===== src/hdl/modexp_pkg.sv =====
package modexp_pkg;

   // fixed field widths
   localparam int MOD_W     = 32;
   localparam int EXP_W     = 64;
   localparam int PROD_W    = 2 * MOD_W;
   localparam int DIV_CNT_W = $clog2(PROD_W);

   // modulus after reset
   localparam logic [MOD_W-1:0] MOD_RESET = {MOD_W{1'b1}};

   typedef struct packed {
      logic load;      // take a new request beat
      logic mul;       // form the next product
      logic div_step;  // one remainder bit
      logic wb;        // write remainder back to acc or run
      logic out_load;  // move acc into the response register
   } modexp_cmd_type;

   typedef struct packed {
      logic exp_zero;  // no exponent bits left to process
      logic div_last;  // final remainder bit this cycle
   } modexp_sts_type;

endpackage


===== src/hdl/modexp_dp.sv =====
module modexp_dp #(
   parameter int EXP_BITS = 64
) (
   input  logic                              clock,
   input  logic                              reset,
   input  logic                              csr_write_enable,
   input  logic [modexp_pkg::MOD_W-1:0]      csr_write_data,
   input  logic [modexp_pkg::MOD_W-1:0]      req_base,
   input  logic [modexp_pkg::EXP_W-1:0]      req_exponent,
   input  modexp_pkg::modexp_cmd_type        cmd,
   output modexp_pkg::modexp_sts_type        sts,
   output logic [modexp_pkg::MOD_W-1:0]      rsp_power
);
   import modexp_pkg::*;

   // divisor is one bit wider: a modulus of zero acts as 2^32
   logic [MOD_W:0]          div_ff;
   logic [MOD_W-1:0]        acc_ff;
   logic [MOD_W-1:0]        run_ff;
   logic [EXP_BITS-1:0]     exp_ff;
   logic [PROD_W-1:0]       prod_ff;
   logic [MOD_W-1:0]        rem_ff;
   logic [DIV_CNT_W-1:0]    cnt_ff;
   logic [MOD_W-1:0]        power_ff;

   logic [MOD_W-1:0]        op_a;
   logic [PROD_W-1:0]       prod_in;
   logic [MOD_W:0]          trial;
   logic [MOD_W:0]          diff;
   logic [MOD_W-1:0]        rem_in;

   // low exponent bit set: multiply acc, else square run
   assign op_a    = exp_ff[0] ? acc_ff : run_ff;
   assign prod_in = PROD_W'(op_a) * PROD_W'(run_ff);

   // restoring remainder, one dividend bit per cycle
   assign trial  = {rem_ff, prod_ff[PROD_W-1]};
   assign diff   = trial - div_ff;
   assign rem_in = (trial >= div_ff) ? diff[MOD_W-1:0] : trial[MOD_W-1:0];

   always_ff @(posedge clock) begin
      if (reset) begin
         div_ff <= {1'b0, MOD_RESET};
      end else if (csr_write_enable) begin
         div_ff <= {(csr_write_data == '0), csr_write_data};
      end
   end

   always_ff @(posedge clock) begin
      if (cmd.load) begin
         acc_ff <= MOD_W'(1);
         run_ff <= req_base;
         exp_ff <= req_exponent[EXP_BITS-1:0];
      end
      if (cmd.mul) begin
         prod_ff <= prod_in;
         rem_ff  <= '0;
         cnt_ff  <= '0;
      end
      if (cmd.div_step) begin
         prod_ff <= prod_ff << 1;
         rem_ff  <= rem_in;
         cnt_ff  <= cnt_ff + DIV_CNT_W'(1);
      end
      if (cmd.wb) begin
         if (exp_ff[0]) begin
            acc_ff <= rem_ff;
            exp_ff <= exp_ff & ~EXP_BITS'(1);
         end else begin
            run_ff <= rem_ff;
            exp_ff <= exp_ff >> 1;
         end
      end
      if (cmd.out_load) begin
         power_ff <= acc_ff;
      end
   end

   assign sts.exp_zero = (exp_ff == '0);
   assign sts.div_last = (cnt_ff == DIV_CNT_W'(PROD_W - 1));
   assign rsp_power    = power_ff;

endmodule


===== src/hdl/modexp_ctrl.sv =====
module modexp_ctrl (
   input  logic                         clock,
   input  logic                         reset,
   input  logic                         req_valid,
   output logic                         req_ready,
   output logic                         rsp_valid,
   input  logic                         rsp_ready,
   input  modexp_pkg::modexp_sts_type   sts,
   output modexp_pkg::modexp_cmd_type   cmd
);
   import modexp_pkg::*;

   typedef enum logic [2:0] {
      ST_IDLE,
      ST_STEP,
      ST_DIV,
      ST_WB,
      ST_DONE
   } state_type;

   state_type state_ff, state_in;
   logic      rsp_valid_ff, rsp_valid_in;

   always_comb begin
      state_in = state_ff;
      cmd      = '0;
      unique case (state_ff)
         ST_IDLE: begin
            cmd.load = req_valid;
            if (req_valid) state_in = ST_STEP;
         end
         ST_STEP: begin
            if (sts.exp_zero) begin
               state_in = ST_DONE;
            end else begin
               cmd.mul  = 1'b1;
               state_in = ST_DIV;
            end
         end
         ST_DIV: begin
            cmd.div_step = 1'b1;
            if (sts.div_last) state_in = ST_WB;
         end
         ST_WB: begin
            cmd.wb   = 1'b1;
            state_in = ST_STEP;
         end
         ST_DONE: begin
            // wait for the response register to free up
            if (!rsp_valid_ff || rsp_ready) begin
               cmd.out_load = 1'b1;
               state_in     = ST_IDLE;
            end
         end
         default: state_in = ST_IDLE;
      endcase
      rsp_valid_in = cmd.out_load | (rsp_valid_ff & ~rsp_ready);
   end

   always_ff @(posedge clock) begin
      if (reset) begin
         state_ff     <= ST_IDLE;
         rsp_valid_ff <= 1'b0;
      end else begin
         state_ff     <= state_in;
         rsp_valid_ff <= rsp_valid_in;
      end
   end

   assign req_ready = (state_ff == ST_IDLE);
   assign rsp_valid = rsp_valid_ff;

endmodule


===== src/hdl/modular_exponentiation.sv =====
// channel   dir  handshake               payload
// req       in   req_valid / req_ready   req_base[31:0], req_exponent[63:0]
// rsp       out  rsp_valid / rsp_ready   rsp_power[31:0]
// csr       in   csr_write_enable        csr_write_data[31:0] (modulus)
//
// a request takes popcount(e) + msb(e) modular products,
// e being the low EXP_BITS of the exponent, msb(e) the index of its top set
// bit; exponent zero takes none. each modular product is a multiply step,
// the bit-serial remainder loop over the 64 product bits, and a write back.
// reset is synchronous; the modulus returns to 2^32-1, no response is pending.
// a finished result waits in the response register under rsp stall while the
// next request beat is already taken; the engine only holds if it finishes
// again before that response beat leaves.
module modular_exponentiation #(
   parameter int EXP_BITS = 64
) (
   input  logic                           clock,
   input  logic                           reset,
   // modulus register
   input  logic                           csr_write_enable,
   input  logic [modexp_pkg::MOD_W-1:0]   csr_write_data,
   // request channel
   input  logic                           req_valid,
   output logic                           req_ready,
   input  logic [modexp_pkg::MOD_W-1:0]   req_base,
   input  logic [modexp_pkg::EXP_W-1:0]   req_exponent,
   // response channel
   output logic                           rsp_valid,
   input  logic                           rsp_ready,
   output logic [modexp_pkg::MOD_W-1:0]   rsp_power
);
   import modexp_pkg::*;

   // commands from the sequencer, status back from the datapath
   modexp_cmd_type cmd;
   modexp_sts_type sts;

   // sequencer: load, then per exponent bit a multiply and/or a squaring,
   // each followed by the serial remainder, then hand off to the rsp register
   modexp_ctrl u_ctrl (
      .clock     (clock),
      .reset     (reset),
      .req_valid (req_valid),
      .req_ready (req_ready),
      .rsp_valid (rsp_valid),
      .rsp_ready (rsp_ready),
      .sts       (sts),
      .cmd       (cmd)
   );

   // datapath: acc, running power, exponent shifter, 32x32 multiplier,
   // restoring remainder unit, modulus register and response register
   modexp_dp #(
      .EXP_BITS (EXP_BITS)
   ) u_dp (
      .clock            (clock),
      .reset            (reset),
      .csr_write_enable (csr_write_enable),
      .csr_write_data   (csr_write_data),
      .req_base         (req_base),
      .req_exponent     (req_exponent),
      .cmd              (cmd),
      .sts              (sts),
      .rsp_power        (rsp_power)
   );

endmodule


===== config.mk =====
export PLATFORM = sky130hd
export DESIGN_NAME = modular_exponentiation
export DESIGN_NICKNAME = d
export VERILOG_FILES = /design/src/hdl/modexp_pkg.sv /design/src/hdl/modexp_dp.sv /design/src/hdl/modexp_ctrl.sv /design/src/hdl/modular_exponentiation.sv
export SDC_FILE = /design/constraint.sdc
export NUM_CORES = 2
export LEC_CHECK = 0
export ABC_AREA = 1
export BUFFER_PORTS_ARGS = -buffer_cell sky130_fd_sc_hd__buf_4
export CORE_MARGIN = 2
export CORE_UTILIZATION = 66
export DETAILED_ROUTE_END_ITERATION = 8
export PLACE_DENSITY = 0.91
export SLEW_MARGIN = 5
export SYNTH_ARGS = -nofsm -noshare
export SYNTH_HDL_FRONTEND = slang
export SYNTH_HIERARCHICAL = 1
export SYNTH_SLANG_ARGS = --single-unit

===== constraint.sdc =====
create_clock -name clock -period 9.7 [get_ports clock]
set_input_delay 1.455 -clock clock [delete_from_list [all_inputs] [get_ports clock]]
set_output_delay 1.455 -clock clock [all_outputs]
set_load 0.05 [all_outputs]

==> summary.md <==
| Metric | Value |
|---|---|
| Post-CTS Resized | 0 |
| Clk pin slew, worst setup/hold paths | 0.06 ns |
| RR Startpoint | u_dp/exp_ff[0] |
| Die Width | 275.6 microns |
| Final Wtd Congestion | 1.084 |
| Clock Tree Buf Depth | 3 |
| Status | finished, violations left |
| Final setup violation count | 0 |
| Final worst-path cycle share | 92.53% |
| Fillers | 5428 |
| Final min period | 8.976 ns |
| Synth warn | 6 |
| RSZ-0062 raised after global routing | no |
| Largest family of logic cells by synthesized area | adder cells |
| Post-Syn Instances | 6080 |
| Syn Nets | 7407 |
| Total Wirelength | 172600 microns |
| Area contributors post-synth | fa_1 37%, edfxtp_1 12%, nand2_1 11% |
| Worst Reg-to-Reg Cells | 28 |
| Main synth FF type | edfxtp_1 |
| Crit-path slowest cell | inv_1 |
| R2R Setup Slk | 0.72 ns |
| Capturing point of the worst reg2reg path | u_dp/prod_ff[60] |
| Simple-Gate Fraction of Synth Area | 20.28% |
| DR vias | 43690 |
| Number of setup buffers added after CTS | 0 |
| Final #Nets | 7475 |
| Most frequent CP cell | fa_1 |
| Post-synthesis register bit count | 299 |
| XOR/XNOR Fraction of Synth Area | 0.4318% |
| Synth Area in Compound Gates | 5.413% |
| # hold bufs at CTS | 0 |
| Area delta synth->final | 7.608% |
| First-pass detailed-route iteration total | 9 |
| Top Ports | 167 |
| Core Region | 72960 sq um |
| Post-synthesis adder-cell area fraction | 44.52% |
| # rows | 99 |
| Top-count cell post-synth | nand2_1 |
| Vias per inst | 6.116 |
| CTS root buf | clkbuf_16 |
| Slew Viols, Final | 0 |
| Vias in the first global route | 45650 |
| Post-synthesis cell type count | 47 |
| Failing checks | design-rule violations |
| Initial Util | 66.72% |
| Critical path endpoint | u_dp/prod_ff[60] |
| Synthesized area | 48680 sq um |
| Port bufs | 166 |
| Residual DRC | 11 |
| Mux share of post-synthesis cell area | 0% |
| Non-filler instance count after layout | 7143 |
| TritonCTS Sinks | 299 |
| Layout cells sized above 1 | 7.076% |
| CP startpoint kind | flop |
| Initial antenna violation count | 15 |
| F_max | 0.1114 GHz |
| Critical Path AT | 9.31 ns |
| Setup TNS | 0 ns |
| Largest net degree at the start of global routing | 90 |
| Register area | 7958 sq um |
| Skew final | 0.08031 ns |
| Sequential area share after synthesis | 16.35% |
| Slew headroom | 5.867% |
| First-pass GRT wire length | 259500 microns |
| H-Tree Level Count | 2 |
| Worst slew pin tran | 1.400 ns |
| GRT overflow | 0 |
| Largest area contributor in the netlist | fa_1 |
| Post-synth EDFFs | 197 |
| Placed cells | 7068 |
| Hold_sp | u_dp/div_ff[32] |
| Min Hold Slack | 0.4681 ns |
| HP Class | flop to flop |
| Final HPWL DP | 130900 microns |
| Final Hold Fails | 0 |
| Largest stage delay, worst path | 0.81 ns |
| Yosys top cell area share | 36.89% |
| Critical path peak fanout | 21 |
| Inserted Clock Buffers | 37 |
| Critical path required time | 10.04 ns |
| Wire length per cell | 24.17 microns |
| 1st-iter DRT viols | 5803 |
| Die Ht | 275.6 microns |
| TritonCTS clock tree | yes |
| Worst Setup End Kind | flop |
| Max cap viols | 0 |
| Clock Latency Late Sink | 0.62 ns |
| Most frequent cells after synthesis | 1373 x nand2_1, 1352 x inv_1, 897 x fa_1, 807 x nor2_1, 297 x ha_1 |
| Die area | 75940 sq um |
| Mapped Avg Cell Area | 8.006 sq um |
| Gr usage total | 46.62% |
| DRT antenna net count | 0 |
| Area occupied by multi-input gates | 34460 sq um |
| Crit path launch | u_dp/exp_ff[0] |
| Async SR Flop Fraction | 0% |
| Setup Crit Path Kind | flop to flop |
critical path, delay by kind of cell, from the launching register on:
kind	cells	cell delay, ns
fa+ha+maj	9	4.71
flops	1	0.51
simple gates	11	1.55
compound gates	2	0.24
buf+inv	6	1.69
routing by layer:
layer	vias up	GRT usage, %	part of all wire (%)
met5	-	0.8772	0.13
met4	16	37.51	11
met3	1255	19.99	16
met2	3598	68.51	42
met1	20620	53.21	31
li1	18200	-	-
placed cells by master (no fill, tap or decap), types with 7 or more instances in the layout:
cell       instances
a21oi_1          148
nand2_1         1371
dfxtp_1          102
nand3_1          169
xor2_1            17
clkbuf_16         40
fa_1             897
o21ai_0          143
a22o_1            61
ha_1             297
diode_2            8
o21a_1            30
buf_4            295
or2_2             11
o211ai_1           9
xnor2_1            7
nor3_1            17
inv_1           1351
inv_2             14
clkinv_1          14
nand4_1           31
nor2_1           804
nor4_1            28
o21bai_1          17
nor2_2            22
edfxtp_1         197
stage by stage:
stage / setup slack (ns) / instance area, sq um / util (%)
floorplan: 2.558 / 48680 / -
global placement: 1.311 / 51030 / 69.95
detailed placement: 1.139 / 51030 / 69.95
CTS: 1.148 / 52360 / 71.77
global route: 0.6204 / 52360 / 71.77
finish: 0.7243 / 52380 / 71.79
layout make-up:
| type | instances | share of cell area [%] |
|---|---|---|
| diodes | 8 | 0.03822 |
| inverters | 1379 | 9.887 |
| well taps | 959 | 2.291 |
| clock inverters | 22 | 0.5327 |
| clock buffers | 45 | 2.004 |
| repair buffers | 296 | 4.266 |
| multi-input cells | 4135 | 65.79 |
| flip-flops and latches | 299 | 15.19 |
state kept, by name, indices dropped and copies added (netlist names):
register          count
u_dp/prod_ff         64
u_ctrl/state_ff       3
u_dp/cnt_ff           6
u_dp/acc_ff          32
u_dp/run_ff          32
u_dp/rem_ff          32
u_dp/div_ff          33
u_dp/rsp_power       32
u_dp/exp_ff          64
u_ctrl/rsp_valid      1
kinds of logic after synthesis:
group,count (synthesis)
fa+ha+maj,1194
flops,299
xor+xnor,24
simple gates,2480
buf+inv,1646
compound gates,437
how the worst min path moves through the flow:
stage | to | cells after the start
after floorplan | u_dp/rsp_power[0] | 0
after global placement | u_dp/div_ff[23] | 2
after detailed placement | u_dp/rsp_power[25] | 0
after CTS | u_dp/div_ff[32] | 2
after global routing | u_dp/div_ff[30] | 2
final | u_dp/div_ff[32] | 2
Power is left out: the tool's default activity adds up to more than one toggle a clock period on the data nets, which glitch-free logic cannot reach.
